==> config.mk <==
export PLATFORM = sky130hd
export DESIGN_NAME = gamepad_event_state_mapper
export DESIGN_NICKNAME = d
export VERILOG_FILES = /design/src/rtl/gesm_pkg.sv /design/src/rtl/gesm_axis_scale.sv /design/src/rtl/gesm_update.sv /design/src/rtl/gamepad_event_state_mapper.sv
export SDC_FILE = /design/constraint.sdc
export NUM_CORES = 1
export LEC_CHECK = 0
export ABC_AREA = 1
export BUFFER_PORTS_ARGS = -buffer_cell sky130_fd_sc_hd__buf_2
export CAP_MARGIN = 20
export CORE_UTILIZATION = 43
export DETAILED_ROUTE_END_ITERATION = 16
export PLACE_DENSITY = 0.68
export SYNTH_ARGS = -nofsm -noshare
export SYNTH_HDL_FRONTEND = slang
export SYNTH_SLANG_ARGS = --single-unit
==> constraint.sdc <==
create_clock -name clk -period 18.5 [get_ports clk]
set_input_delay 1.85 -clock clk [delete_from_list [all_inputs] [get_ports clk]]
set_output_delay 1.85 -clock clk [all_outputs]
set_load 0.03 [all_outputs]
==> src/rtl/gesm_pkg.sv <==
// Shared types, constants and the key-code map of the gamepad event state mapper.
package gesm_pkg;

	// Q16 one and the stick and trigger full-scale factors
	localparam logic [16:0] Q_ONE = 17'd65536;
	localparam logic [14:0] STICK_FULL = 15'd32767;
	localparam logic [7:0] TRIG_FULL = 8'd255;

	// Configuration register indexes and reset values
	localparam logic [1:0] REG_DEADZONE = 2'd0;
	localparam logic [1:0] REG_TRIG_THR = 2'd1;
	localparam logic [1:0] REG_HAT_THR = 2'd2;
	localparam logic [16:0] DEADZONE_RST = 17'd9830;
	localparam logic [16:0] TRIG_THR_RST = 17'd3277;
	localparam logic [16:0] HAT_THR_RST = 17'd32768;

	// Motion axis numbers
	localparam logic [5:0] AX_LX = 6'd0;
	localparam logic [5:0] AX_LY = 6'd1;
	localparam logic [5:0] AX_RX = 6'd11;
	localparam logic [5:0] AX_RY = 6'd14;
	localparam logic [5:0] AX_HAT_X = 6'd15;
	localparam logic [5:0] AX_HAT_Y = 6'd16;
	localparam logic [5:0] AX_LTRIG = 6'd17;
	localparam logic [5:0] AX_RTRIG = 6'd18;
	localparam logic [5:0] AX_GAS = 6'd22;
	localparam logic [5:0] AX_BRAKE = 6'd23;

	// Key codes
	localparam logic [9:0] KEY_BACK = 10'd4;
	localparam logic [9:0] KEY_DPAD_UP = 10'd19;
	localparam logic [9:0] KEY_DPAD_DOWN = 10'd20;
	localparam logic [9:0] KEY_DPAD_LEFT = 10'd21;
	localparam logic [9:0] KEY_DPAD_RIGHT = 10'd22;
	localparam logic [9:0] KEY_A = 10'd96;
	localparam logic [9:0] KEY_B = 10'd97;
	localparam logic [9:0] KEY_X = 10'd99;
	localparam logic [9:0] KEY_Y = 10'd100;
	localparam logic [9:0] KEY_L1 = 10'd102;
	localparam logic [9:0] KEY_R1 = 10'd103;
	localparam logic [9:0] KEY_THUMBL = 10'd106;
	localparam logic [9:0] KEY_THUMBR = 10'd107;
	localparam logic [9:0] KEY_START = 10'd108;
	localparam logic [9:0] KEY_SELECT = 10'd109;
	localparam logic [9:0] KEY_MODE = 10'd110;

	// Button bits
	localparam logic [15:0] BTN_UP = 16'h0001;
	localparam logic [15:0] BTN_DOWN = 16'h0002;
	localparam logic [15:0] BTN_LEFT = 16'h0004;
	localparam logic [15:0] BTN_RIGHT = 16'h0008;
	localparam logic [15:0] BTN_START = 16'h0010;
	localparam logic [15:0] BTN_BACK = 16'h0020;
	localparam logic [15:0] BTN_THUMBL = 16'h0040;
	localparam logic [15:0] BTN_THUMBR = 16'h0080;
	localparam logic [15:0] BTN_LSHLD = 16'h0100;
	localparam logic [15:0] BTN_RSHLD = 16'h0200;
	localparam logic [15:0] BTN_GUIDE = 16'h0400;
	localparam logic [15:0] BTN_A = 16'h1000;
	localparam logic [15:0] BTN_B = 16'h2000;
	localparam logic [15:0] BTN_X = 16'h4000;
	localparam logic [15:0] BTN_Y = 16'h8000;
	localparam logic [15:0] BTN_NONE = 16'h0000;

	typedef enum logic [1:0] {
		OP_KEY   = 2'd0,
		OP_AXIS  = 2'd1,
		OP_TRIG  = 2'd2,
		OP_STICK = 2'd3
	} op_t;

	typedef struct packed {
		op_t                opcode;
		logic [9:0]         key_num;
		logic               key_down;
		logic [5:0]         axis_id;
		logic signed [19:0] axis_value;
		logic               right_side;
		logic [7:0]         raw_trigger;
		logic signed [15:0] raw_x;
		logic signed [15:0] raw_y;
	} item_t;

	// stick order: left x, left y, right x, right y; trig order: left, right
	typedef struct packed {
		logic [3:0][15:0] stick;
		logic [1:0][7:0]  trig;
		logic [15:0]      buttons;
		logic [31:0]      count;
	} pad_state_t;

	typedef struct packed {
		logic [16:0] deadzone;
		logic [16:0] trig_thr;
		logic [16:0] hat_thr;
	} cfg_t;

	typedef struct packed {
		logic signed [15:0] stick;
		logic [7:0]         trig;
		logic               hat_neg;
		logic               hat_pos;
	} scale_res_t;

	function automatic logic [15:0] key_mask(input logic [9:0] code);
		logic [15:0] m;
		case (code)
			KEY_A:                m = BTN_A;
			KEY_B:                m = BTN_B;
			KEY_X:                m = BTN_X;
			KEY_Y:                m = BTN_Y;
			KEY_L1:               m = BTN_LSHLD;
			KEY_R1:               m = BTN_RSHLD;
			KEY_THUMBL:           m = BTN_THUMBL;
			KEY_THUMBR:           m = BTN_THUMBR;
			KEY_START:            m = BTN_START;
			KEY_SELECT, KEY_BACK: m = BTN_BACK;
			KEY_MODE:             m = BTN_GUIDE;
			KEY_DPAD_UP:          m = BTN_UP;
			KEY_DPAD_DOWN:        m = BTN_DOWN;
			KEY_DPAD_LEFT:        m = BTN_LEFT;
			KEY_DPAD_RIGHT:       m = BTN_RIGHT;
			default:              m = BTN_NONE;
		endcase
		return m;
	endfunction

endpackage

==> src/rtl/gesm_axis_scale.sv <==
// Axis conditioning: stick clamp, deadzone and scale, trigger scale, hat compare.
module gesm_axis_scale import gesm_pkg::*; (
	input  logic signed [19:0] value,
	input  logic               invert,
	input  cfg_t               cfg,
	output scale_res_t         res
);

	localparam logic signed [20:0] POS_ONE = 21'sd65536;
	localparam logic signed [20:0] NEG_ONE = -21'sd65536;

	logic signed [20:0] v_ext;
	logic signed [20:0] v_in;
	logic signed [17:0] v_clip;
	logic signed [17:0] v_neg;
	logic [16:0]        mag;
	logic [31:0]        stick_prod;
	logic [15:0]        stick_mag;
	logic signed [15:0] stick_val;
	logic [16:0]        trig_c;
	logic [24:0]        trig_prod;
	logic signed [20:0] hat_t;

	// Sign-extend and optionally invert (Y axes report up as positive)
	assign v_ext = {value[19], value};
	assign v_in = invert ? -v_ext : v_ext;

	// Clamp the stick reading to +-1.0 and take its magnitude
	always_comb begin
		if (v_in > POS_ONE) begin
			v_clip = POS_ONE[17:0];
		end else if (v_in < NEG_ONE) begin
			v_clip = NEG_ONE[17:0];
		end else begin
			v_clip = v_in[17:0];
		end
	end
	assign v_neg = -v_clip;
	assign mag = v_clip[17] ? v_neg[16:0] : v_clip[16:0];

	// Scale by full stick range, truncating, then apply deadzone and sign
	assign stick_prod = {15'd0, mag} * {17'd0, STICK_FULL};
	assign stick_mag = {1'b0, stick_prod[30:16]};
	always_comb begin
		if (mag < cfg.deadzone) begin
			stick_val = '0;
		end else if (v_clip[17]) begin
			stick_val = -$signed(stick_mag);
		end else begin
			stick_val = $signed(stick_mag);
		end
	end
	assign res.stick = stick_val;

	// Clamp the trigger reading to 0..1.0 and scale to 8 bits
	always_comb begin
		if (v_ext < 21'sd0) begin
			trig_c = '0;
		end else if (v_ext > POS_ONE) begin
			trig_c = Q_ONE;
		end else begin
			trig_c = v_ext[16:0];
		end
	end
	assign trig_prod = {8'd0, trig_c} * {17'd0, TRIG_FULL};
	assign res.trig = (trig_c < cfg.trig_thr) ? 8'd0 : trig_prod[23:16];

	// Hat direction decisions on the raw reading
	assign hat_t = $signed({4'd0, cfg.hat_thr});
	assign res.hat_neg = v_ext < -hat_t;
	assign res.hat_pos = v_ext > hat_t;

endmodule

==> src/rtl/gesm_update.sv <==
// Next-state logic: applies one item to the gamepad state.
module gesm_update import gesm_pkg::*; (
	input  item_t      item,
	input  pad_state_t cur,
	input  cfg_t       cfg,
	output pad_state_t nxt,
	output logic       applied
);

	scale_res_t  sc;
	logic        invert;
	logic [15:0] kmask;

	assign invert = (item.axis_id == AX_LY) || (item.axis_id == AX_RY);
	assign kmask = key_mask(item.key_num);

	gesm_axis_scale u_scale (
		.value  (item.axis_value),
		.invert (invert),
		.cfg    (cfg),
		.res    (sc)
	);

	// Decode the operation and build the state after the item
	always_comb begin
		nxt = cur;
		applied = 1'b1;
		case (item.opcode)
			OP_KEY: begin
				if (kmask == BTN_NONE) begin
					applied = 1'b0;
				end else begin
					nxt.count = cur.count + 32'd1;
					if (item.key_down) begin
						nxt.buttons = cur.buttons | kmask;
					end else begin
						nxt.buttons = cur.buttons & ~kmask;
					end
				end
			end
			OP_AXIS: begin
				nxt.count = cur.count + 32'd1;
				case (item.axis_id)
					AX_LX: nxt.stick[0] = sc.stick;
					AX_LY: nxt.stick[1] = sc.stick;
					AX_RX: nxt.stick[2] = sc.stick;
					AX_RY: nxt.stick[3] = sc.stick;
					AX_LTRIG, AX_BRAKE: nxt.trig[0] = sc.trig;
					AX_RTRIG, AX_GAS: nxt.trig[1] = sc.trig;
					AX_HAT_X: begin
						if (sc.hat_neg) begin
							nxt.buttons = (cur.buttons | BTN_LEFT) & ~BTN_RIGHT;
						end else if (sc.hat_pos) begin
							nxt.buttons = (cur.buttons | BTN_RIGHT) & ~BTN_LEFT;
						end else begin
							nxt.buttons = cur.buttons & ~(BTN_LEFT | BTN_RIGHT);
						end
					end
					AX_HAT_Y: begin
						if (sc.hat_neg) begin
							nxt.buttons = (cur.buttons | BTN_UP) & ~BTN_DOWN;
						end else if (sc.hat_pos) begin
							nxt.buttons = (cur.buttons | BTN_DOWN) & ~BTN_UP;
						end else begin
							nxt.buttons = cur.buttons & ~(BTN_UP | BTN_DOWN);
						end
					end
					default: begin
					end
				endcase
			end
			OP_TRIG: begin
				nxt.count = cur.count + 32'd1;
				nxt.trig[item.right_side] = item.raw_trigger;
			end
			OP_STICK: begin
				nxt.count = cur.count + 32'd1;
				nxt.stick[{item.right_side, 1'b0}] = item.raw_x;
				nxt.stick[{item.right_side, 1'b1}] = item.raw_y;
			end
			default: begin
			end
		endcase
	end

endmodule

==> src/rtl/gamepad_event_state_mapper.sv <==
// Path: input register, one pass of update logic, result register. An item moves on
// once the result register is free or draining; one item per cycle while m_tready is high.
// The next item sees the state written by the previous one at the same edge as its result.
// Reset (arst_n low, asynchronous): state and counter clear, thresholds take their defaults,
// both stages empty. No clearing pass; items are taken in the first cycle after reset.
module gamepad_event_state_mapper import gesm_pkg::*; (
	input  logic         clk,
	input  logic         arst_n,
	input  logic         s_tvalid,
	output logic         s_tready,
	// key_num[9:0], key_down[10], axis_id[16:11], axis_value[36:17], right_side[37],
	// raw_trigger[45:38], raw_x[61:46], raw_y[77:62], zero pad[79:78]
	input  logic [79:0]  s_tdata,
	// opcode[1:0]
	input  logic [1:0]   s_tuser,
	output logic         m_tvalid,
	input  logic         m_tready,
	// packet_count[31:0], button_bits[47:32], left_trig[55:48], right_trig[63:56],
	// left_stick_x[79:64], left_stick_y[95:80], right_stick_x[111:96], right_stick_y[127:112]
	output logic [127:0] m_tdata,
	// applied[0]
	output logic         m_tuser,
	input  logic         cfg_valid,
	output logic         cfg_ready,
	input  logic [1:0]   cfg_index,
	input  logic [16:0]  cfg_data
);

	item_t      item_s1;
	logic       valid_s1;
	pad_state_t state_q;
	pad_state_t state_nxt;
	logic       applied_nxt;
	cfg_t       cfg_q;
	logic [127:0] out_data_q;
	logic       out_applied_q;
	logic       out_valid_q;
	logic       advance;
	item_t      in_item;

	// Unpack the incoming item
	always_comb begin
		in_item.opcode = op_t'(s_tuser);
		in_item.key_num = s_tdata[9:0];
		in_item.key_down = s_tdata[10];
		in_item.axis_id = s_tdata[16:11];
		in_item.axis_value = s_tdata[36:17];
		in_item.right_side = s_tdata[37];
		in_item.raw_trigger = s_tdata[45:38];
		in_item.raw_x = s_tdata[61:46];
		in_item.raw_y = s_tdata[77:62];
	end

	// Move the held item on whenever the result register is free or being drained
	assign advance = valid_s1 && (!out_valid_q || m_tready);
	assign s_tready = !valid_s1 || advance;

	// Input register
	always_ff @(posedge clk or negedge arst_n) begin
		if (!arst_n) begin
			valid_s1 <= 1'b0;
		end else if (s_tvalid && s_tready) begin
			valid_s1 <= 1'b1;
		end else if (advance) begin
			valid_s1 <= 1'b0;
		end
	end

	always_ff @(posedge clk) begin
		if (s_tvalid && s_tready) begin
			item_s1 <= in_item;
		end
	end

	// Configuration registers; an index beyond the list is dropped
	assign cfg_ready = 1'b1;
	always_ff @(posedge clk or negedge arst_n) begin
		if (!arst_n) begin
			cfg_q.deadzone <= DEADZONE_RST;
			cfg_q.trig_thr <= TRIG_THR_RST;
			cfg_q.hat_thr <= HAT_THR_RST;
		end else if (cfg_valid && cfg_ready) begin
			case (cfg_index)
				REG_DEADZONE: cfg_q.deadzone <= cfg_data;
				REG_TRIG_THR: cfg_q.trig_thr <= cfg_data;
				REG_HAT_THR:  cfg_q.hat_thr <= cfg_data;
				default: begin
				end
			endcase
		end
	end

	gesm_update u_update (
		.item    (item_s1),
		.cur     (state_q),
		.cfg     (cfg_q),
		.nxt     (state_nxt),
		.applied (applied_nxt)
	);

	// Gamepad state
	always_ff @(posedge clk or negedge arst_n) begin
		if (!arst_n) begin
			state_q <= '0;
		end else if (advance) begin
			state_q <= state_nxt;
		end
	end

	// Result register
	always_ff @(posedge clk or negedge arst_n) begin
		if (!arst_n) begin
			out_valid_q <= 1'b0;
		end else if (advance) begin
			out_valid_q <= 1'b1;
		end else if (m_tready) begin
			out_valid_q <= 1'b0;
		end
	end

	always_ff @(posedge clk) begin
		if (advance) begin
			out_data_q <= state_nxt;
			out_applied_q <= applied_nxt;
		end
	end

	assign m_tvalid = out_valid_q;
	assign m_tdata = out_data_q;
	assign m_tuser = out_applied_q;

`ifndef NO_ASSERTIONS
	// A result follows every item that leaves the input register
	a_result_follows: assert property (@(posedge clk) disable iff (!arst_n)
		advance |=> m_tvalid)
		else $error("result missing after item advanced");

	// An applied item advances the counter by exactly one
	a_count_step: assert property (@(posedge clk) disable iff (!arst_n)
		advance && applied_nxt |=> state_q.count == $past(state_q.count) + 32'd1)
		else $error("counter did not advance by one");

	// An unmapped key leaves the whole state untouched
	a_unmapped_hold: assert property (@(posedge clk) disable iff (!arst_n)
		advance && !applied_nxt |=> state_q == $past(state_q))
		else $error("unmapped key changed state");

	// Reported state matches the stored state when a result is issued
	a_out_matches: assert property (@(posedge clk) disable iff (!arst_n)
		advance |=> m_tdata == state_q)
		else $error("result differs from stored state");
`endif

endmodule

# After elaboration in Yosys (flattened, before gate mapping)
# Cells that the tools add are included.
totals:
  elab_cells: 142
  in_bits: 106
  out_inout_bits: 132
  regBits: 390
classes:
  n_eq_ne: 30
  mux: 41
  n_addsub: 5
  order_cmp: 14
  n_mul: 2
  n_reduce_logical: 23
  bitwise: 3
ops:
  columns: ["operator", "n"]
  rows:
  - ["one-hot mux 16 bit (15 select lines)", 1]
  - ["2-to-1 mux 16 bit", 9]
  - ["bitwise mux 64 bit", 2]
  - ["one-hot mux 64 bit (2 select lines)", 1]
  - ["== test 10 x 7 -> 1 bit, second input constant", 11]
  - ["one-hot mux 16 bit (2 select lines)", 2]
  - ["one-hot mux 32 bit (2 select lines)", 1]
  - ["2-to-1 mux 17 bit", 3]
  - ["2-to-1 mux 48 bit", 1]
  - ["== test 10 x 5 -> 1 bit, second input constant", 4]
  - ["2-to-1 mux 18 bit", 2]
  - ["less-than comparator 17 bit", 2]
  - ["adder 32 x 1 -> 32 bit, second input constant", 1]
  - ["demux 16 bit (select 1 bit)", 2]
  - ["2-to-1 mux 8 bit", 4]
  - ["multiplier 17 x 15 -> 31 bit, second input constant", 1]
  - ["== test 6 x 5 -> 1 bit, second input constant", 5]
  - ["multiplier 17 x 8 -> 24 bit, second input constant", 1]
  - ["> comparator 21 x 18 -> 1 bit, second input constant", 1]
  - ["less-than comparator 20 x 21 -> 1 bit", 1]
  - ["less-than comparator 21 x 17 -> 1 bit, second input constant", 1]
  - ["2-to-1 mux 21 bit", 1]
  - ["negation 17 -> 21 bit", 1]
  - ["negation 20 -> 21 bit", 1]
  - ["other kinds (33)", 59]

# Logic depth before layout (Yosys ltp)
# Gate-level depths: netlist of run 1.
logic_depth:
  word_depth: 14
  ltp_mapped: 64
  depth_no_buf: 64

# Modules after synthesis
# A second synthesis of run 1 with hierarchy kept.
unflattened:
  cells_unflattened: 3500
  hier_area_um2: 29926.2
modules_own_cells:
  columns: ["module", "seq_area_each_um2", "instances", "cells_per_inst", "area_per_inst_um2"]
  rows:
  - ["gamepad_event_state_mapper", 10824.1, 1, 1002, 13551.7]
  - ["gesm_axis_scale", 0.0, 1, 1559, 11753.8]
  - ["gesm_update", 0.0, 1, 939, 4620.7]

# Worst setup path after synthesis of run 1
# OpenSTA, ideal clock, no wires.
synth_timing:
  path_kind: "reg-to-reg"
  from: "register item_s1[42] in the netlist's numbering"
  to: "register out_data_q[127], in the netlist m_tdata[127] (data pin)"
  t_required_ns: 18.239
  synth_period_minus_slack_ns: 9.066
  stages_incl_launch_ff: 55
  path_buffers: 1
  arrival_ns: 8.805
  setup_slack_ns: 9.434
  setup_ns: 0.261
  path_cell_list: "edfxtp_1 > inv_1 > ha_1 > nand2_1 > nor2_1 > nand3_1 > nand2_2 > nand2_1 > nand2_1 > nand2_1 > nand2_1 > nor2_2 > nor2_4 > buf_6 > inv_1 > nand2_4 > nor2_1 > inv_1 > [19 not listed] > nand2_1 > inv_1 > nand3_1 > inv_1 > a21oi_1 > nand2_1 > a21oi_1 > xor2_1 > nand2_1 > o21ai_0 > nand3_1 > a21o_1 > a21oi_1 > nand2_1 > nand2_4 > nand2_1 > nand2_1 > nand2_1"
synth_lines:
  columns: ["element", "line_no", "rtl"]
  rows:
  - ["start: declaration", "gamepad_event_state_mapper.sv:29", "item_t item_s1;"]
  - ["start signal: assignment", "gamepad_event_state_mapper.sv:71", "item_s1 <= in_item;"]
  - ["end signal: assignment", "gamepad_event_state_mapper.sv:123", "out_data_q <= state_nxt;"]
  - ["end: declaration", "gamepad_event_state_mapper.sv:35", "logic [127:0] out_data_q;"]

==> results of run 1 <==
final timing paths:
kind | from | endpoint | slack [ps] | cells after the start
min in group asynchronous | arst_n | state_q[9] | 1260 | 1
worst max-delay path | item_s1[63] | state_q[123] | 7240 | 53
worst min register to register | state_q[44] | state_q[44] | 480 | 2
worst max register to register | item_s1[63] | state_q[123] | 7240 | 53
max in group asynchronous | arst_n | state_q[69] | 15900 | 2
worst min-delay path | state_q[44] | state_q[44] | 480 | 2
cells in the final DEF, fill, tap and decap left out, types with 15 or more instances in the layout:
| cell | n |
|---|---|
| nand2_1 | 850 |
| inv_1 | 575 |
| o21ai_0 | 289 |
| buf_2 | 232 |
| edfxtp_1 | 208 |
| ha_1 | 201 |
| fa_1 | 176 |
| dfrtp_1 | 165 |
| nor2_1 | 160 |
| a21oi_1 | 136 |
| xor2_1 | 88 |
| nand3_1 | 86 |
| clkbuf_16 | 43 |
| o21a_1 | 37 |
| nor3_1 | 31 |
| nand4_1 | 29 |
| a32oi_1 | 26 |
| nand2_2 | 24 |
| a22oi_1 | 24 |
| xnor2_1 | 19 |
| o211ai_1 | 19 |
| buf_4 | 17 |
| nand2_4 | 16 |
| dfstp_2 | 15 |
synthesized netlist by cell type (all sizes together):
master / count
nand2: 890
inv: 581
o21ai: 298
edfxtp: 208
ha: 203
fa: 176
nor2: 170
dfrtp: 165
a21oi: 138
nand3: 96
xor2: 89
clkbuf: 75
o21a: 37
nor3: 33
nand4: 29
a32oi: 26
buf: 26
a22oi: 24
xnor2: 20
o211ai: 19
dfstp: 15
nor4: 14
or2: 10
a211oi: 7
o21bai: 6
a21o: 5
o221ai: 5
a31oi: 3
mux2: 3
nand3b: 3
nor3b: 3
a31o: 2
conb: 2
mux2i: 2
a211o: 1
a21boi: 1
a221oi: 1
and2: 1
and3: 1
o2111ai: 1
o221a: 1
o22ai: 1
o311ai: 1
o31ai: 1
o41ai: 1
state kept, by name, summed over array words and instances (netlist names):
signal and cells:
cfg_q 51, item_s1 80, m_tdata 127, m_tuser 1
m_tvalid 1, state_q 127, valid_s1 1
final cells by class:
type	count	area [um^2]
Multi-Input combinational cell	2324	15700
Clock buffer	57	1190
Inverter	581	2190
Fill cell	6271	34600
Clock inverter	22	203
Antenna cell	1	2.50
Timing Repair Buffer	253	1350
Sequential cell	388	10800
Tap cell	873	1090
critical path, delay by kind of cell, from the launching register on:
family          cells  cell delay [ps]
buf+inv            12             1600
xor+xnor            3             1050
flops               1              450
compound gates      3              770
fa+ha+maj           8             3720
simple gates       27             3550
kinds of logic (layout without fill, tap and decap cells):
logic type,after synthesis,after routing,synth area share
buffers and inverters,682,913,0.0908
other,2,3,0.000258
muxes,5,5,0.00185
xor gates and xnor gates,109,109,0.0337
and+or+nand+nor,1250,1250,0.182
AOI/OAI and AO/OA,579,579,0.114
DFF,388,388,0.370
adders and majority gates,379,379,0.208
layer usage:
metal  track usage  up-vias  routed length [um]
met3        0.0378      105                4810
met5             0        -                  93
met1         0.293    10819               33000
met4        0.0577       14                1570
met2         0.364      612               35100
li1              -    11353                   -
metrics by stage:
| stage | hold WS, ps | setup slack [ps] | instances |
|---|---|---|---|
| CTS | 486 | 7300 | 4495 |
| detailed placement | 467 | 7290 | 4416 |
| global route | 499 | 6270 | 4499 |
| global placement | 458 | 7350 | 4416 |
| floorplan | 443 | 9430 | 3394 |
| finish | 476 | 7240 | 4499 |
==> results.py, run 1 <==
metrics = {
    "clocking": {
        "cts_sinks": 388,
        "root_buffer": "clkbuf_16",
        "clk_latency_ps": 570,
        "clk_pin_slew_ps": 60,
        "numCtsBuffers": 43,
        "cts_tree": "yes",
        "cts_buffer_depth": 3,
        "hold_buffers": 0,
        "postCtsSetupBuffers": 0,
        "h-tree-depth": 2,
        "post_cts_resized": 0,
    },
    "sta": {
        "post-route-period-util": 0.609,
        "rsz0062_at_grt": "no",
        "setup_viol": 0,
        "finalSetupTns_ps": 0,
        "drv_slew": 0,
        "fin_crit_ps": 11260,
        "maxSlewHeadroom": 0.299,
        "hold_violations": 0,
        "max_freq_ghz": 0.0888,
        "fin_worst_skew_ps": 27.5,
        "worst_pin_slew_ps": 1050,
    },
    "detailed_routing": {
        "routed_wl_mm": 74.6,
        "drtIter0Drc": 1575,
        "num_vias": 22903,
        "routedWlPerCell_um": 16.6,
        "drc": 0,
        "drt_pass1_iterations": 6,
        "viasPerCell": 5.09,
        "ant_nets": 0,
    },
    "grt": {
        "grt_pass1_wl_mm": 120,
        "first_global_vias": 22502,
        "grt_max_degree": 118,
        "antenna_found_initial": 9,
        "track_usage": 0.218,
        "overflow": 0,
    },
    "logic_synthesis": {
        "ys_seq_elements": 388,
        "synth_area_per_cell_um2": 8.59,
        "synth_area_um2": 29100,
        "synth.area.top_cells": "edfxtp_1 21%, dfrtp_1 14%, fa_1 12%",
        "yosysTopAreaCellShare": 0.214,
        "netlist_instances": 3394,
        "syn-num-nets": 3879,
        "yosysTopAreaCell": "edfxtp_1",
        "yosys_warnings": 0,
        "seq_area_frac_synth": 0.370,
        "yosysUniqueCellTypes": 63,
    },
    "placed_design": {
        "gp_congestion": 0.927,
        "post-dp-hpwl_mm": 55.9,
        "io_buffers": 233,
        "placed_area_um2": 31100,
    },
    "critical_path": {
        "worstPathMaxFanout": 38,
        "cp.required_ps": 19010,
        "critPathKind": "reg -> reg",
        "slowest_stage": "fa_1",
        "endpoint_kind": "flip-flop",
        "path_common_cell": "nand2_1",
        "cp-start-kind": "flip-flop",
        "arrival_ps": 11770,
        "cp_slowest_stage_delay_ps": 680,
    },
    "die": {
        "rows": 95,
        "die_w_um": 262,
        "dieHeight_um": 262,
        "start_util": 0.434,
        "core-area_um2": 67200,
        "io_pins": 238,
        "design.die.area_um2": 68800,
    },
    "layout": {
        "stdcell_area_um2": 32500,
        "drive_gt1_frac": 0.117,
        "post-route-util": 0.485,
        "syn_to_final_growth_pct": 11.7,
        "final_net_count": 4076,
    },
    "run": {
        "cap_violations": 0,
    },
    "outcome": {
        "status": "finished, final reports clean",
    },
    "hold_path": {
        "hp-class": "reg -> reg",
    },
}
Power of run 1 is left out: the tool's default activity adds up to more than one toggle a clock period on the data nets, which glitch-free logic cannot reach.
==> run 2, diff against run 1 <==
==> constraint.sdc (replaced) <==
create_clock -name clk -period 11.8 [get_ports clk]
set_input_delay 1.18 -clock clk [delete_from_list [all_inputs] [get_ports clk]]
set_output_delay 1.18 -clock clk [all_outputs]
set_load 0.03 [all_outputs]
==> run 2 against run 1 <==
Net effect: global-route usage rose by 0.10 points; maximum frequency rose by 5.2%; routed wire length barely moved; sequential cell count did not move; via count rose by 0.26%; die area did not move; critical path depth rose by 5; critical path type unchanged; highest routed layer unchanged.
==> results.py, run 2 (synthesis results as in run 1) <==
metrics = {
    "detailed_routing": {
        "routedWlPerCell_um": 16.6,
        "drtIter0Drc": 1629,
        "routed_wl_mm": 74.5,
        "viasPerCell": 5.10,
        "drt_pass1_iterations": 5,
        "ant_nets": 0,
        "drc": 0,
        "num_vias": 22962,
    },
    "hold_path": {
        "hp-class": "reg -> reg",
        "min-delay-start": "state_q[46]",
        "min_to": "state_q[46]",
        "hold_path_depth": 2,
    },
    "critical_path": {
        "arrival_ps": 11220,
        "path_common_cell": "nand2_1",
        "cp-start-kind": "flip-flop",
        "cp_top_family": "simple AND/OR/NAND/NOR gates",
        "path_buf_inv": 10,
        "r2r_end": "state_q[125]",
        "r2r_setup_slack_ps": 1090,
        "rr_worst_depth": 58,
        "cp.required_ps": 12310,
        "cp_slowest_stage_delay_ps": 680,
        "worstPathMaxFanout": 37,
        "critPathKind": "reg -> reg",
        "endpoint_kind": "flip-flop",
        "r2r-start": "item_s1[66]",
        "slowest_stage": "fa_1",
    },
    "clocking": {
        "postCtsSetupBuffers": 0,
        "cts_sinks": 388,
        "hold_buffers": 0,
        "clk_latency_ps": 580,
        "cts_buffer_depth": 3,
        "root_buffer": "clkbuf_16",
        "cts_tree": "yes",
        "h-tree-depth": 2,
        "numCtsBuffers": 42,
        "clk_pin_slew_ps": 60,
    },
    "layout": {
        "drive_gt1_frac": 0.117,
        "final_net_count": 4078,
        "final_cell_mix": "850 x nand2_1, 575 x inv_1, 289 x o21ai_0",
        "syn_to_final_growth_pct": 11.8,
        "post-route-util": 0.485,
        "final_common_cell": "nand2_1",
    },
    "sta": {
        "hold_violations": 0,
        "worst_pin_slew_ps": 1090,
        "finalSetupTns_ps": 0,
        "whs_ps": 481,
        "setup_viol": 0,
        "fin_crit_ps": 10710,
        "drv_slew": 0,
        "maxSlewHeadroom": 0.275,
        "max_freq_ghz": 0.0934,
        "rsz0062_at_grt": "no",
        "fin_worst_skew_ps": 24.7,
        "post-route-period-util": 0.907,
        "setup_slack_ps": 1090,
    },
    "die": {
        "io_pins": 238,
        "core-area_um2": 67200,
        "dieHeight_um": 262,
        "start_util": 0.434,
        "design.die.area_um2": 68800,
        "die_w_um": 262,
        "rows": 95,
    },
    "grt": {
        "grt_pass1_wl_mm": 121,
        "antenna_found_initial": 6,
        "first_global_vias": 22625,
        "grt_max_degree": 110,
        "track_usage": 0.219,
        "overflow": 0,
    },
    "placed_design": {
        "io_buffers": 233,
        "gp_congestion": 0.913,
        "place_ws_ps": 947,
        "post-dp-hpwl_mm": 55.9,
    },
    "run": {
        "cap_violations": 0,
    },
    "outcome": {
        "status": "finished, final reports clean",
    },
}
## run 2: changes by cell type in the layout (fill, tap and decap cells not counted), sizes merged
cell	change
inv	+1
bufinv	+1
clkbuf	-3
diode	+1
buf	+3
## run 2: through the flow
stage / std cells / area, um^2
after global routing: 4501 / 32600
after CTS: 4495 / 32500
after floorplan: 3394 / 29100
after global placement: 4417 / 31100
after detailed placement: 4417 / 31100
final: 4502 / 32600
## run 2: layout make-up
type,count,area [um^2]
Tap cell,873,1090
Fill cell,6321,34600
Multi-Input combinational cell,2324,15800
Clock buffer,54,1110
Timing Repair Buffer,256,1410
Antenna cell,2,5.00
Clock inverter,24,249
Inverter,581,2190
Sequential cell,388,10800
## run 2: worst reg2reg max path: cells and delay by family (launching register included)
kind / cells / cell delay (ps)
compound gates: 4 / 760
buf+inv: 10 / 990
flops: 1 / 430
simple gates: 34 / 4030
xor+xnor: 2 / 680
fa+ha+maj: 8 / 3740
## run 2: what timing repair did
item,4_1_cts,5_1_grt
setup endpoints to repair,0,11
gates resized for setup,0,2
endpoints found under the hold margin,0,0
## run 2: per-layer routing
metal / wire (um) / track usage / part of all wire / up-vias
met2: 34600 / 0.359 / 0.46 / 607
met3: 4880 / 0.0425 / 0.065 / 127
met1: 33100 / 0.295 / 0.44 / 10869
met4: 1930 / 0.0636 / 0.026 / 10
li1: - / - / - / 11349
met5: 60 / 0 / 0.00080 / -
## run 2: how the worst max path moves through the flow
stage,slack [ps],to,cells after the start,start
CTS,890,state_q[125],58,item_s1[66]
finish,1090,state_q[125],58,item_s1[66]
global placement,1100,state_q[93],60,item_s1[63]
global route,140,state_q[125],60,item_s1[63]
detailed placement,950,state_q[93],58,item_s1[66]
floorplan,2730,m_tdata[127],54,item_s1[42]
Power of run 2 is left out for the same reason.
==> run 3, diff against run 2 <==
==> constraint.sdc (replaced) <==
create_clock -name clk -period 11.8 [get_ports clk]
set_input_delay 0 -clock clk [delete_from_list [all_inputs] [get_ports clk]]
set_output_delay 0 -clock clk [all_outputs]
set_load 0.03 [all_outputs]
==> run 3 against run 2 <==
Net effect: worst hold slack got worse by 470 ps; worst setup slack got worse by 22 ps; design area rose by 3.1%; die area did not move.
==> results.py, run 3 (synthesis results as in run 1) <==
metrics = {
    "sta": {
        "post-route-period-util": 0.909,
        "maxSlewHeadroom": 0.272,
        "max_freq_ghz": 0.0932,
        "drv_slew": 0,
        "setup_viol": 0,
        "hold_violations": 0,
        "fin_crit_ps": 10730,
        "rsz0062_at_grt": "no",
        "fin_worst_skew_ps": 23.0,
        "finalSetupTns_ps": 0,
        "worst_pin_slew_ps": 1090,
    },
    "grt": {
        "grt_pass1_wl_mm": 123,
        "antenna_found_initial": 8,
        "track_usage": 0.224,
        "first_global_vias": 23022,
        "overflow": 0,
        "grt_max_degree": 122,
    },
    "outcome": {
        "status": "finished, final reports clean",
    },
    "critical_path": {
        "cp.required_ps": 12110,
        "slowest_stage": "fa_1",
        "rr_worst_depth": 51,
        "endpoint_kind": "flip-flop",
        "cp-start-kind": "flip-flop",
        "r2r_setup_slack_ps": 1070,
        "worstPathMaxFanout": 30,
        "critPathKind": "reg -> reg",
        "arrival_ps": 11040,
        "path_common_cell": "nand2_1",
        "cp_slowest_stage_delay_ps": 670,
    },
    "die": {
        "io_pins": 238,
        "dieHeight_um": 262,
        "die_w_um": 262,
        "core-area_um2": 67200,
        "rows": 95,
        "start_util": 0.434,
        "design.die.area_um2": 68800,
    },
    "detailed_routing": {
        "ant_nets": 0,
        "drc": 0,
        "routedWlPerCell_um": 16.6,
        "viasPerCell": 5.12,
        "routed_wl_mm": 76.4,
        "num_vias": 23550,
        "drtIter0Drc": 1830,
        "drt_pass1_iterations": 5,
    },
    "placed_design": {
        "io_buffers": 233,
        "post-dp-hpwl_mm": 55.7,
        "gp_congestion": 0.921,
    },
    "clocking": {
        "clk_latency_ps": 570,
        "cts_buffer_depth": 3,
        "cts_sinks": 388,
        "clk_pin_slew_ps": 60,
        "cts_tree": "yes",
        "root_buffer": "clkbuf_16",
        "h-tree-depth": 2,
        "numCtsBuffers": 42,
        "post_cts_resized": 0,
        "postCtsSetupBuffers": 0,
    },
    "layout": {
        "final_net_count": 4179,
        "final_common_cell": "nand2_1",
        "syn_to_final_growth_pct": 15.2,
        "diodes": 0,
        "drive_gt1_frac": 0.114,
        "final_cell_mix": "850 x nand2_1, 575 x inv_1, 289 x o21ai_0",
    },
    "hold_path": {
        "hold_path_depth": 3,
        "hp-class": "in -> reg",
    },
    "run": {
        "cap_violations": 0,
    },
}
[run 3: area by class of cell]
| type | instances | area, um^2 |
|---|---|---|
| clock buffers | 57 | 1180 |
| clock inverters | 20 | 201 |
| fillers | 6163 | 33600 |
| inverters | 581 | 2190 |
| multi-input cells | 2324 | 15700 |
| flip-flops and latches | 388 | 10800 |
| well taps | 873 | 1090 |
| repair buffers | 357 | 2400 |
[run 3: timing repair]
| action | 4_1_cts | 5_1_grt |
|---|---|---|
| hold buffers | 104 | 0 |
| endpoints found under the setup margin | 0 | 0 |
| endpoints found under the hold margin | 197 | 0 |
[run 3: through the flow]
stage / std cells / utilization / cell area, um^2 / hold WS, ps / setup WS, ps
after detailed placement: 4416 / 0.463 / 31100 / 30.2 / 1060
after global placement: 4416 / 0.463 / 31100 / 24.1 / 1230
after CTS: 4597 / 0.499 / 33500 / 102 / 1050
after floorplan: 3394 / - / 29100 / -296 / 2730
final: 4600 / 0.500 / 33600 / 6.51 / 1070
after global routing: 4600 / 0.500 / 33600 / 42.8 / 98.1
[run 3: worst paths after layout]
kind | endpoint | from
max reg2reg | m_tdata[74] | item_s1[66]
max in group asynchronous | cfg_q[50] | arst_n
min | cfg_q[1] | cfg_valid
max | m_tdata[74] | item_s1[66]
min in group asynchronous | state_q[44] | arst_n
min reg2reg | state_q[46] | state_q[46]
[run 3: layer usage]
metal,track usage,part of all wire
met1,0.302,0.43
met2,0.375,0.47
met3,0.0357,0.071
met4,0.0574,0.023
met5,0,0.0012
[run 3: worst max-delay path, delay by kind of cell, from the launching register on]
kind,cells,cell delay [ps]
adders and majority gates,9,3920
and+or+nand+nor,28,3690
buffers and inverters,9,1040
xor gates and xnor gates,2,760
AOI/OAI and AO/OA,3,590
DFF,1,430
Power of run 3 is left out for the same reason.
